File: config.mk
export PLATFORM = sky130hd
export DESIGN_NAME = line_list_pick_engine
export DESIGN_NICKNAME = d
export VERILOG_FILES = /design/src/hdl/llpe_pkg.sv /design/src/hdl/llpe_cell.sv /design/src/hdl/llpe_hit.sv /design/src/hdl/line_list_pick_engine.sv
export SDC_FILE = /design/constraint.sdc
export NUM_CORES = 2
export LEC_CHECK = 0
export CAP_MARGIN = 20
export CELL_PAD_IN_SITES_DETAIL_PLACEMENT = 2
export CELL_PAD_IN_SITES_GLOBAL_PLACEMENT = 2
export CORE_MARGIN = 2
export CORE_UTILIZATION = 44
export DETAILED_ROUTE_END_ITERATION = 8
export DONT_BUFFER_PORTS = 1
export HOLD_SLACK_MARGIN = 0.03
export PLACE_DENSITY = 0.84
export SLEW_MARGIN = 20
export SYNTH_ARGS = -nofsm -noshare
export SYNTH_HDL_FRONTEND = slang
export SYNTH_SLANG_ARGS = --single-unit
File: constraint.sdc
create_clock -name clk -period 5.8 [get_ports clk]
set_input_delay 0 -clock clk [delete_from_list [all_inputs] [get_ports clk]]
set_output_delay 0 -clock clk [all_outputs]
set_load 0.02 [all_outputs]
File: src/hdl/llpe_pkg.sv
// ----------------------------------------------------------------------------
// llpe_pkg
// shared constants, codes and word types for the line list pick engine
// ----------------------------------------------------------------------------
package llpe_pkg;

  localparam int MAX_LINES  = 64;
  localparam int COORD_BITS = 12;
  localparam int POS_W      = 12;
  localparam int LIDX_W     = 6;
  localparam int LCNT_W     = 7;
  localparam int TOL_W      = 8;
  localparam int CFG_AW     = 3;
  localparam int CFG_DW     = 32;

  localparam int IDX_W    = $clog2(MAX_LINES);
  localparam int CNT_W    = $clog2(MAX_LINES + 1);
  localparam int CMP_W    = (CNT_W > LIDX_W) ? CNT_W : LIDX_W;
  localparam int DIFF_W   = COORD_BITS + 1;
  localparam int PROD_W   = 2 * DIFF_W;
  localparam int LHS_W    = PROD_W + 1;
  localparam int TABS_W   = TOL_W + COORD_BITS;
  localparam int HIT_LAT  = 3;
  localparam int SCAN_END = MAX_LINES + HIT_LAT;
  localparam int SCAN_W   = $clog2(SCAN_END + 1);

  localparam logic [1:0] CMD_PLACE  = 2'd0;
  localparam logic [1:0] CMD_REMOVE = 2'd1;
  localparam logic [1:0] CMD_SELECT = 2'd2;

  localparam logic [1:0] STS_DONE    = 2'd0;
  localparam logic [1:0] STS_FULL    = 2'd1;
  localparam logic [1:0] STS_INVALID = 2'd2;
  localparam logic [1:0] STS_NOHIT   = 2'd3;

  localparam logic [CFG_AW-3:0] REG_TOL = '0;

  typedef logic [COORD_BITS-1:0] coord_t;

  typedef struct packed {
    coord_t xa;
    coord_t ya;
    coord_t xb;
    coord_t yb;
  } seg_t;

  typedef enum logic [1:0] {
    CELL_HOLD  = 2'd0,
    CELL_SHIFT = 2'd1,
    CELL_LOAD  = 2'd2
  } cell_op_t;

  typedef struct packed {
    logic [1:0]        cmd;
    logic [POS_W-1:0]  pos_x;
    logic [POS_W-1:0]  pos_y;
    logic [LIDX_W-1:0] line_index;
  } in_word_t;

  typedef struct packed {
    logic [1:0]        status;
    logic [LIDX_W-1:0] hit_index;
    logic [LCNT_W-1:0] line_count;
    logic              start_pending;
  } out_word_t;

  typedef struct packed {
    logic             valid;
    logic [IDX_W-1:0] idx;
  } hit_req_t;

  typedef struct packed {
    logic             valid;
    logic             hit;
    logic [IDX_W-1:0] idx;
  } hit_rsp_t;

endpackage

File: src/hdl/llpe_cell.sv
// ----------------------------------------------------------------------------
// llpe_cell
// one entry of the line chain: holds, loads a new line or takes its neighbor
// ----------------------------------------------------------------------------
module llpe_cell (
  input  logic               clk,
  input  llpe_pkg::cell_op_t op,
  input  llpe_pkg::seg_t     next_seg,
  input  llpe_pkg::seg_t     new_seg,
  output llpe_pkg::seg_t     seg
);
  import llpe_pkg::*;

  seg_t seg_r;
  seg_t seg_nxt;

  always_comb begin
    case (op)
      CELL_SHIFT: seg_nxt = next_seg;
      CELL_LOAD:  seg_nxt = new_seg;
      default:    seg_nxt = seg_r;
    endcase
  end

  always_ff @(posedge clk) begin
    seg_r <= seg_nxt;
  end

  assign seg = seg_r;

endmodule

File: src/hdl/llpe_hit.sv
// ----------------------------------------------------------------------------
// llpe_hit
// three stage pick test: |(y-y1)dx - (x-x1)dy| <= tol*|dx|, dx != 0
// ----------------------------------------------------------------------------
module llpe_hit (
  input  logic                          clk,
  input  logic                          rst_n,
  input  llpe_pkg::hit_req_t            req,
  input  llpe_pkg::seg_t                seg,
  input  llpe_pkg::coord_t              px,
  input  llpe_pkg::coord_t              py,
  input  logic [llpe_pkg::TOL_W-1:0]    tol,
  output llpe_pkg::hit_rsp_t            rsp
);
  import llpe_pkg::*;

  // stage 1: differences
  logic signed [DIFF_W-1:0] dx_nxt, dy_nxt, ex_nxt, ey_nxt;
  logic signed [DIFF_W-1:0] dx1_r, dy1_r, ex1_r, ey1_r;
  logic                     v1_r;
  logic [IDX_W-1:0]         idx1_r;
  logic [TOL_W-1:0]         tol1_r;

  assign dx_nxt = signed'({1'b0, seg.xb}) - signed'({1'b0, seg.xa});
  assign dy_nxt = signed'({1'b0, seg.yb}) - signed'({1'b0, seg.ya});
  assign ex_nxt = signed'({1'b0, px}) - signed'({1'b0, seg.xa});
  assign ey_nxt = signed'({1'b0, py}) - signed'({1'b0, seg.ya});

  // stage 2: products
  logic signed [DIFF_W-1:0] ndx;
  logic [COORD_BITS-1:0]    adx;
  logic signed [PROD_W-1:0] p1_nxt, p2_nxt, p1_r, p2_r;
  logic [TABS_W-1:0]        tabs_nxt, tabs_r;
  logic                     v2_r, nz2_r;
  logic [IDX_W-1:0]         idx2_r;

  assign ndx      = -dx1_r;
  assign adx      = dx1_r[DIFF_W-1] ? ndx[COORD_BITS-1:0] : dx1_r[COORD_BITS-1:0];
  assign p1_nxt   = PROD_W'(ey1_r) * PROD_W'(dx1_r);
  assign p2_nxt   = PROD_W'(ex1_r) * PROD_W'(dy1_r);
  assign tabs_nxt = {{COORD_BITS{1'b0}}, tol1_r} * {{TOL_W{1'b0}}, adx};

  // stage 3: compare
  logic signed [LHS_W-1:0] lhs, nlhs;
  logic [LHS_W-1:0]        alhs;
  logic                    hit_nxt;
  logic                    v3_r, hit3_r;
  logic [IDX_W-1:0]        idx3_r;

  assign lhs     = LHS_W'(p1_r) - LHS_W'(p2_r);
  assign nlhs    = -lhs;
  assign alhs    = lhs[LHS_W-1] ? nlhs[LHS_W-1:0] : lhs[LHS_W-1:0];
  assign hit_nxt = nz2_r && (alhs <= LHS_W'(tabs_r));

  always_ff @(posedge clk) begin
    if (!rst_n) begin
      v1_r <= 1'b0;
      v2_r <= 1'b0;
      v3_r <= 1'b0;
    end else begin
      v1_r <= req.valid;
      v2_r <= v1_r;
      v3_r <= v2_r;
    end
    dx1_r  <= dx_nxt;
    dy1_r  <= dy_nxt;
    ex1_r  <= ex_nxt;
    ey1_r  <= ey_nxt;
    idx1_r <= req.idx;
    tol1_r <= tol;
    p1_r   <= p1_nxt;
    p2_r   <= p2_nxt;
    tabs_r <= tabs_nxt;
    nz2_r  <= (dx1_r != '0);
    idx2_r <= idx1_r;
    hit3_r <= hit_nxt;
    idx3_r <= idx2_r;
  end

  assign rsp.valid = v3_r;
  assign rsp.hit   = hit3_r;
  assign rsp.idx   = idx3_r;

endmodule

File: src/hdl/line_list_pick_engine.sv
// ----------------------------------------------------------------------------
// line_list_pick_engine
// line list with place, remove and select commands over a chain of cells
// ----------------------------------------------------------------------------
// place and remove: the result is registered; the finish state moves it to the output register
// once that is free and returns to idle for the next word; select first makes one full turn of
//   the cell ring past the single pick test unit (3 stages), and an empty list skips the scan
// one command at a time; the next word is taken while a result waits
// synchronous active-low reset clears control state, tolerance goes to 12
// line entries are not cleared and are never read before being written
module line_list_pick_engine (
  input  logic                              clk,
  input  logic                              rst_n,
  input  logic                              in_valid,
  output logic                              in_ready,
  input  llpe_pkg::in_word_t                in_data,
  output logic                              out_valid,
  input  logic                              out_ready,
  output llpe_pkg::out_word_t               out_data,
  input  logic                              psel,
  input  logic                              penable,
  input  logic                              pwrite,
  input  logic [llpe_pkg::CFG_AW-1:0]       paddr,
  input  logic [llpe_pkg::CFG_DW-1:0]       pwdata,
  output logic [llpe_pkg::CFG_DW-1:0]       prdata,
  output logic                              pready
);
  import llpe_pkg::*;

  typedef enum logic [2:0] {
    S_IDLE = 3'b001,
    S_SCAN = 3'b010,
    S_FIN  = 3'b100
  } fsm_t;

  fsm_t             state_r, state_nxt;
  logic [CNT_W-1:0] count_r, count_nxt;
  logic             pend_r, pend_nxt;
  coord_t           pend_x_r, pend_x_nxt, pend_y_r, pend_y_nxt;
  logic [TOL_W-1:0] tol_r;
  logic [SCAN_W-1:0] scan_r, scan_nxt;
  coord_t           px_r, px_nxt, py_r, py_nxt;
  logic             found_r, found_nxt;
  logic [IDX_W-1:0] fidx_r, fidx_nxt;
  out_word_t        res_r, res_nxt;
  out_word_t        out_r, out_nxt;
  logic             out_valid_r, out_valid_nxt;

  logic   in_fire, full, idx_ok, load_en, rm_en, rotate;
  coord_t pos_x_c, pos_y_c;
  seg_t   new_seg;
  seg_t   seg [MAX_LINES];
  hit_req_t hreq;
  hit_rsp_t hrsp;

  assign in_ready = (state_r == S_IDLE);
  assign in_fire  = in_valid && in_ready;
  assign pos_x_c  = coord_t'(in_data.pos_x);
  assign pos_y_c  = coord_t'(in_data.pos_y);
  assign full     = (count_r == CNT_W'(MAX_LINES));
  assign idx_ok   = CMP_W'(in_data.line_index) < CMP_W'(count_r);
  assign load_en  = in_fire && (in_data.cmd == CMD_PLACE) && !full && pend_r;
  assign rm_en    = in_fire && (in_data.cmd == CMD_REMOVE) && idx_ok;
  assign rotate   = (state_r == S_SCAN) && (scan_r < SCAN_W'(MAX_LINES));
  assign new_seg  = '{xa: pend_x_r, ya: pend_y_r, xb: pos_x_c, yb: pos_y_c};

  // cell ring
  for (genvar i = 0; i < MAX_LINES; i++) begin : g_cell
    cell_op_t op;
    always_comb begin
      if (rotate) begin
        op = CELL_SHIFT;
      end else if (load_en && (count_r == CNT_W'(i))) begin
        op = CELL_LOAD;
      end else if (rm_en && (i < MAX_LINES - 1) &&
                   (CMP_W'(i) >= CMP_W'(in_data.line_index))) begin
        op = CELL_SHIFT;
      end else begin
        op = CELL_HOLD;
      end
    end
    llpe_cell u_cell (
      .clk      (clk),
      .op       (op),
      .next_seg (seg[(i + 1) % MAX_LINES]),
      .new_seg  (new_seg),
      .seg      (seg[i])
    );
  end

  assign hreq.valid = rotate && (scan_r < SCAN_W'(count_r));
  assign hreq.idx   = scan_r[IDX_W-1:0];

  llpe_hit u_hit (
    .clk   (clk),
    .rst_n (rst_n),
    .req   (hreq),
    .seg   (seg[0]),
    .px    (px_r),
    .py    (py_r),
    .tol   (tol_r),
    .rsp   (hrsp)
  );

  always_comb begin
    state_nxt     = state_r;
    count_nxt     = count_r;
    pend_nxt      = pend_r;
    pend_x_nxt    = pend_x_r;
    pend_y_nxt    = pend_y_r;
    scan_nxt      = scan_r;
    px_nxt        = px_r;
    py_nxt        = py_r;
    found_nxt     = found_r;
    fidx_nxt      = fidx_r;
    res_nxt       = res_r;
    out_nxt       = out_r;
    out_valid_nxt = out_valid_r;
    if (out_valid_r && out_ready) begin
      out_valid_nxt = 1'b0;
    end
    case (state_r)
      S_IDLE: begin
        if (in_fire) begin
          res_nxt.status    = STS_INVALID;
          res_nxt.hit_index = '0;
          state_nxt         = S_FIN;
          case (in_data.cmd)
            CMD_PLACE: begin
              if (full) begin
                res_nxt.status = STS_FULL;
              end else if (!pend_r) begin
                pend_nxt       = 1'b1;
                pend_x_nxt     = pos_x_c;
                pend_y_nxt     = pos_y_c;
                res_nxt.status = STS_DONE;
              end else begin
                pend_nxt       = 1'b0;
                count_nxt      = count_r + 1'b1;
                res_nxt.status = STS_DONE;
              end
            end
            CMD_REMOVE: begin
              if (idx_ok) begin
                count_nxt      = count_r - 1'b1;
                res_nxt.status = STS_DONE;
              end
            end
            CMD_SELECT: begin
              if (count_r != '0) begin
                px_nxt    = pos_x_c;
                py_nxt    = pos_y_c;
                scan_nxt  = '0;
                found_nxt = 1'b0;
                state_nxt = S_SCAN;
              end
            end
            default: begin
              res_nxt.status = STS_INVALID;
            end
          endcase
          res_nxt.line_count    = LCNT_W'(count_nxt);
          res_nxt.start_pending = pend_nxt;
        end
      end
      S_SCAN: begin
        scan_nxt = scan_r + 1'b1;
        if (hrsp.valid && hrsp.hit && !found_r) begin
          found_nxt = 1'b1;
          fidx_nxt  = hrsp.idx;
        end
        if (scan_r == SCAN_W'(SCAN_END)) begin
          res_nxt.status    = found_r ? STS_DONE : STS_NOHIT;
          res_nxt.hit_index = found_r ? LIDX_W'(fidx_r) : '0;
          state_nxt         = S_FIN;
        end
      end
      S_FIN: begin
        if (!out_valid_r || out_ready) begin
          out_nxt       = res_r;
          out_valid_nxt = 1'b1;
          state_nxt     = S_IDLE;
        end
      end
      default: begin
        state_nxt = S_IDLE;
      end
    endcase
  end

  always_ff @(posedge clk) begin
    if (!rst_n) begin
      state_r     <= S_IDLE;
      count_r     <= '0;
      pend_r      <= 1'b0;
      pend_x_r    <= '0;
      pend_y_r    <= '0;
      tol_r       <= TOL_W'(12);
      out_valid_r <= 1'b0;
      found_r     <= 1'b0;
      scan_r      <= '0;
    end else begin
      state_r     <= state_nxt;
      count_r     <= count_nxt;
      pend_r      <= pend_nxt;
      pend_x_r    <= pend_x_nxt;
      pend_y_r    <= pend_y_nxt;
      out_valid_r <= out_valid_nxt;
      found_r     <= found_nxt;
      scan_r      <= scan_nxt;
      if (psel && penable && pwrite && (paddr[CFG_AW-1:2] == REG_TOL)) begin
        tol_r <= pwdata[TOL_W-1:0];
      end
    end
    px_r   <= px_nxt;
    py_r   <= py_nxt;
    fidx_r <= fidx_nxt;
    res_r  <= res_nxt;
    out_r  <= out_nxt;
  end

  // config read
  assign prdata = (paddr[CFG_AW-1:2] == REG_TOL) ? CFG_DW'(tol_r) : '0;
  assign pready = 1'b1;

  assign out_valid = out_valid_r;
  assign out_data  = out_r;

endmodule

Yosys cells after proc, flatten, opt, wreduce, memory -nomap -nowiden

Cells that the tools add are included.

Register bits: 3341
Output and inout port bits: 51
Bits of input ports: 74

Eq/ne operators: 204
Muxes and demuxes: 291
$add $sub $neg: 10
Bitwise logic cells: 3
Reductions and logical operators: 224
$mul: 3
Magnitude comparators: 67

Operators with widths:

| operator           | number |
|---|---|
| $pmux 48 s2        | 64 |
| $mux 2             | 130 |
| $eq 7x6->1 const B | 32 |
| $ge 6x6->1 const A | 31 |
| $logic_and 1x1->1  | 142 |
| $eq 2x1->1 const B | 65 |
| $eq 2x2->1 const B | 65 |
| $reduce_bool 2->1  | 65 |
| $eq 7x5->1 const B | 16 |
| $ge 5x6->1 const A | 16 |
| $mux 1             | 74 |
| $eq 7x4->1 const B | 8 |
| $mul 13x13->26     | 2 |
| $sub 12x12->13     | 4 |
| $ge 4x6->1 const A | 8 |
| $mux 7             | 6 |
| $eq 7x3->1 const B | 4 |
| $pmux 7 s2         | 2 |
| $le 27x20->1       | 1 |
| $mux 27            | 1 |
| $neg 27->27        | 1 |
| $sub 26x26->27     | 1 |
| $ge 3x6->1 const A | 4 |
| $mul 8x12->20      | 1 |
| 36 further kinds   | 59 |

Longest topological paths before layout

Depth after elaboration: 10
Depth in mapped cells: 26
Mapped depth without buffers: 25

By module

From an unflattened synthesis, not the netlist that was laid out.

Cell total of the unflattened synthesis: 10106
Area total of the unflattened synthesis: 166125.6 um^2

By module, submodules not included:

| module                | area each (um^2) | instances | cells each |
|---|---|---|---|
| llpe_cell             | 2120.8           | 64        | 104 |
| llpe_hit              | 23884.2          | 1         | 2692 |
| line_list_pick_engine | 6511.2           | 1         | 758 |

Worst setup path after synthesis

Ideal clock, no wire load.

Path kind: flip-flop to flip-flop
Start point: register u_hit.dy1_r[1]
End point: register u_hit.p2_r[25]
Library setup time: 0.072 ns
Slack: -0.421 ns
Required time: 5.728 ns
Data arrival time: 6.149 ns
Cell stages (with the launch flop): 24
Path through: dfxtp_1 -> clkbuf_1 -> and2_1 -> fa_1 -> inv_1 -> fa_1 -> inv_1 -> fa_1 -> inv_1 -> fa_1 -> inv_1 -> fa_1 -> ha_1 -> ha_1 -> a21o_1 -> o21bai_1 -> a31oi_1 -> o21ai_0 -> a2111oi_0 -> o31ai_1 -> or4_1 -> a31o_2 -> a21oi_1 -> xnor2_1

Word-level cells in the longest chain between the ends: 1

RTL lines:

| element                    | line           | source |
|---|---|---|
| from (decl)                | llpe_hit.sv:19 | `logic signed [DIFF_W-1:0] dx1_r, dy1_r, ex1_r, ey1_r;` |
| from (signal assigned)     | llpe_hit.sv:66 | `dy1_r <= dy_nxt;` |
| $mul 13x13->26             | llpe_hit.sv:40 | `assign p2_nxt = PROD_W'(ex1_r) * PROD_W'(dy1_r);` |
| named net u_hit.p2_nxt[25] | llpe_hit.sv:32 | `logic signed [PROD_W-1:0] p1_nxt, p2_nxt, p1_r, p2_r;` |
| to (signal assigned)       | llpe_hit.sv:72 | `p2_r <= p2_nxt;` |
| to (decl)                  | llpe_hit.sv:32 |  |

The timed path passes the listed nets, and every way through them passes these cells.
A chain may end at the register's enable or synchronous reset.

Worst setup path after layout

Start point: register u_hit.dy1_r[2]
End point: register u_hit.p2_r[25]

The elaborated chain is that of the path after synthesis.

==> results.md <==
| Result | Value |
|---|---|
| Fin crit period | 6.09 ns |
| Number of top-level pins | 125 |
| Path category of the worst min-delay check | in2reg |
| First-pass GRT wire length | 885 mm |
| Dpl hpwl | 336 mm |
| EDFF count, synth | 3134 |
| Max-cap viol count | 0 |
| Initial detailed-routing violation count | 14278 |
| TritonCTS buffer count | 363 |
| Unrepaired setup endpoints after global routing | true |
| Run status | finished, violations left |
| Share of flip-flops with an asynchronous set or reset | 0% |
| Relative slew margins | 16.1% |
| Worst Setup Path Type | reg2reg |
| Worst Setup Slack, final | -0.288 ns |
| Leakage power of the design | 62.2 nW |
| Layout-stage area growth over the synthesis result | 13.1% |
| Final count of negative-setup-slack endpoints | 118 |
| Maximum number of pins on one net before global-route repair | 67 |
| Initial core utilization | 44.2% |
| Kind of launch point of the worst setup path | flop |
| Pre-Repair DR Iteration Count | 6 |
| Antenna violations before repair | 108 |
| Peak fanout along the critical path | 9 |
| Worst setup path start | u_hit.dy1_r[2] |
| Clock insertion delay at the later pin of the skew report | 1.03 ns |
| CTS sink cnt | 3341 |
| Mean cell area of the mapped netlist | 15.6 um^2 |
| Period utilisation layout | 105% |
| CP required | 6.60 ns |
| Clock root buffer | sky130_fd_sc_hd__clkbuf_16 |
| Proportion of layout cells with a drive suffix above 1 | 40.5% |
| Number of synthesized register bits | 3341 |
| Leading register cell type out of synthesis | sky130_fd_sc_hd__edfxtp_1 |
| IO buf count | 0 |
| Die extent in x | 607 um |
| GRT Resource Usage Total | 34.3% |
| Average vias per placed instance | 6.39 |
| Worst-case clock skew | 0.104 ns |
| Residual overflow from global routing | 0 |
| CTS Buffer Depth | 4 |
| Last element of the critical path | u_hit.p2_r[25] |
| Clock transition time at the flip-flop clock pins of the worst setup and hold paths | 0.07 ns |
| VDD IR max | 663 uV |
| Critical register-to-register path startpoint | u_hit.dy1_r[2] |
| Count of final hold-check violations | 0 |
| Distinct cell type count of the synthesized netlist | 81 |
| Data arrival time of the worst path | 6.89 ns |
| NumNets Final | 11137 |
| Sequential area share after synthesis | 61.5% |
| Fillers | 32191 |
| Combined flip-flop and latch cell area | 0.0984 mm^2 |
| Cell Rows | 221 |
| Detailed-route DRC error count | 0 |
| Ratio of total power to cell area | 412 mW/mm^2 |
| Worst flop-to-flop path endpoint | u_hit.p2_r[25] |
| Routed wire length | 652 mm |
| Cell area after synthesis | 0.160 mm^2 |
| Total number of vias | 99025 |
| Post-detailed-route wirelength per cell | 42.1 um |
| DIE AREA | 0.368 mm^2 |
| Nature of the critical path endpoint | flop |
| Utilization after layout | 50.0% |
| TritonCTS clock tree | done |
| Actual slew at the worst max-slew pin | 1.26 ns |
| Chip height | 607 um |
| Register-to-Register Path Depth | 19 |
| Core footprint | 0.362 mm^2 |
| Via count of the first global-routing pass | 104892 |
| Combined area of the multi-input logic cells | 0.0573 mm^2 |
| Last weighted congestion value of the routability-driven placer | 0.864 |
| Max Clock Freq | 0.164 GHz |
| Violated checks | setup timing |
| Pwr Total | 74.5 mW |
| Setup slack on the worst flop-to-flop path | -0.29 ns |
| Final ANT Viol Nets | 0 |
| Number of cells produced by synthesis | 10259 |
| H-tree depth | 5 |
| Place WS | -0.571 ns |
| Number of max-slew violations in the final report | 0 |
| Minimum hold slack | 0.0526 ns |
| Number of warnings printed during yosys synthesis | 0 |
| Setup TNS Final | -14.82 ns |
==> worst min-delay path by stage <==
| stage | startpoint | to | slack, ns | cells after the start |
|---|---|---|---|---|
| floorplan | paddr[2] | prdata[0] | 0.08 | 1 |
| global placement | paddr[2] | prdata[1] | 0.08 | 1 |
| detailed placement | paddr[2] | prdata[1] | 0.08 | 1 |
| CTS | penable | tol_r[3] | 0.04 | 4 |
| global route | in_data[5] | g_cell[43].u_cell.seg[14] | 0.08 | 4 |
| finish | in_data[2] | g_cell[61].u_cell.seg[27] | 0.05 | 4 |
==> what timing repair did <==
item,4_1_cts,5_1_grt
pin swaps,28,54
endpoints found under the hold margin,1695,6
setup endpoints to repair,53,1032
gates resized for setup,70,99
buffers inserted,14,14
hold buffers,94,2
==> state kept, by name, summed over array words and instances (netlist names), 8 cells and up <==
register,count
u_hit.tol1_r,8
tol_r,8
u_hit.ey1_r,13
u_hit.p1_r,26
py_r,12
g_cell.u_cell.seg,3072
px_r,12
u_hit.ex1_r,13
u_hit.dy1_r,13
u_hit.tabs_r,20
pend_y_r,12
pend_x_r,12
out_data,16
u_hit.dx1_r,13
res_r,16
u_hit.p2_r,26
==> placed cells by master (no fill, tap or decap), types with 42 or more instances in the layout <==
master and instances:
sky130_fd_sc_hd__clkinv_1 90, sky130_fd_sc_hd__buf_4 346, sky130_fd_sc_hd__edfxtp_1 3134, sky130_fd_sc_hd__clkbuf_16 371
sky130_fd_sc_hd__nand2_1 381, sky130_fd_sc_hd__nor2_1 229, sky130_fd_sc_hd__and2_1 160, sky130_fd_sc_hd__diode_2 68
sky130_fd_sc_hd__fa_1 384, sky130_fd_sc_hd__xnor2_1 81, sky130_fd_sc_hd__dlygate4sd3_1 70, sky130_fd_sc_hd__xor2_1 52
sky130_fd_sc_hd__clkbuf_1 78, sky130_fd_sc_hd__nor2b_1 62, sky130_fd_sc_hd__a21o_1 52, sky130_fd_sc_hd__dfxtp_1 157
sky130_fd_sc_hd__clkinv_2 76, sky130_fd_sc_hd__inv_1 546, sky130_fd_sc_hd__a21oi_1 143, sky130_fd_sc_hd__mux2_2 3074
sky130_fd_sc_hd__nand2b_1 42, sky130_fd_sc_hd__a21boi_0 55, sky130_fd_sc_hd__ha_1 276, sky130_fd_sc_hd__o21ai_0 74
==> synth_stat cells, types with 19 or more instances <==
cell | instances | area (um^2)
sky130_fd_sc_hd__dfxtp_1 | 207 | 4140
sky130_fd_sc_hd__inv_1 | 616 | 2310
sky130_fd_sc_hd__nand2b_1 | 43 | 269
sky130_fd_sc_hd__nand2_1 | 386 | 1450
sky130_fd_sc_hd__xnor2_1 | 84 | 736
sky130_fd_sc_hd__clkbuf_1 | 700 | 2630
sky130_fd_sc_hd__ha_1 | 351 | 4390
sky130_fd_sc_hd__nor3_1 | 33 | 165
sky130_fd_sc_hd__a21boi_0 | 57 | 428
sky130_fd_sc_hd__o21ai_0 | 90 | 450
sky130_fd_sc_hd__and2_1 | 166 | 1040
sky130_fd_sc_hd__fa_1 | 389 | 7790
sky130_fd_sc_hd__xor2_1 | 53 | 464
sky130_fd_sc_hd__edfxtp_1 | 3134 | 94100
sky130_fd_sc_hd__mux2_2 | 3074 | 34600
sky130_fd_sc_hd__a31oi_1 | 28 | 175
sky130_fd_sc_hd__nand3_1 | 36 | 180
sky130_fd_sc_hd__buf_4 | 25 | 188
sky130_fd_sc_hd__nor2_1 | 231 | 867
sky130_fd_sc_hd__a21oi_1 | 161 | 806
sky130_fd_sc_hd__and3_1 | 19 | 119
sky130_fd_sc_hd__a21o_1 | 52 | 390
sky130_fd_sc_hd__nor2b_1 | 62 | 388
sky130_fd_sc_hd__buf_1 | 85 | 319
==> area by class of cell <==
cell class                 instances  share of cell area (%)
sequential                      3341                    54.4
multi-input combinational       5512                    31.7
clock buffer                     465                    5.42
tap                             4794                    3.32
timing repair buffer             487                    2.72
inverter                         618                    1.30
clock inverter                   206                    1.01
antenna                           68                  0.0941
==> per-layer routing <==
layer / global-route usage, % / share of wire, % / vias to the layer above
li1: - / - / 37487
met1: 39.9 / 35 / 52193
met2: 58.4 / 49 / 6906
met3: 6.83 / 8.6 / 2375
met4: 20.8 / 7.6 / 64
met5: 0.0131 / 0.070 / -
==> power by group <==
group          internal (mW)  switching (mW)  total, mW
combinational           9.42            12.5       21.9
clock                   13.2            11.8       25.1
sequential              27.0           0.526       27.5
==> critical path, stage by stage, from the launching register on <==
cell and delay, ns:
sky130_fd_sc_hd__dfxtp_2 0.44, sky130_fd_sc_hd__buf_4 0.17, sky130_fd_sc_hd__nand2_1 0.07, sky130_fd_sc_hd__fa_1 0.51, sky130_fd_sc_hd__inv_1 0.05, sky130_fd_sc_hd__fa_1 0.54, sky130_fd_sc_hd__fa_1 0.47, sky130_fd_sc_hd__fa_1 0.58
sky130_fd_sc_hd__fa_1 0.46, sky130_fd_sc_hd__fa_1 0.56, sky130_fd_sc_hd__ha_4 0.22, sky130_fd_sc_hd__a21o_1 0.17, sky130_fd_sc_hd__a31oi_4 0.19, sky130_fd_sc_hd__o21ai_4 0.09, sky130_fd_sc_hd__a2111oi_4 0.34, sky130_fd_sc_hd__o31ai_2 0.12
sky130_fd_sc_hd__or4_1 0.51, sky130_fd_sc_hd__a31o_2 0.23, sky130_fd_sc_hd__a21oi_2 0.14, sky130_fd_sc_hd__xnor2_1 0.09
==> per-stage QoR <==
stage | cells | instance area, um^2
final | 15491 | 181000
after CTS | 15392 | 180000
after global routing | 15449 | 181000
after floorplan | 10282 | 160000
after detailed placement | 14613 | 166000
after global placement | 14611 | 166000
==> cells by family after synthesis <==
kind of cell             synth area share (%)
buffers and inverters                    3.41
AND/OR/NAND/NOR                          3.12
adder cells (fa/ha/maj)                  7.62
AO/OA/AOI/OAI                            1.94
multiplexers                             21.7
other                                 0.00470
flip-flops                               61.5
XOR/XNOR                                0.761
(Power assumes the default switching activity.)
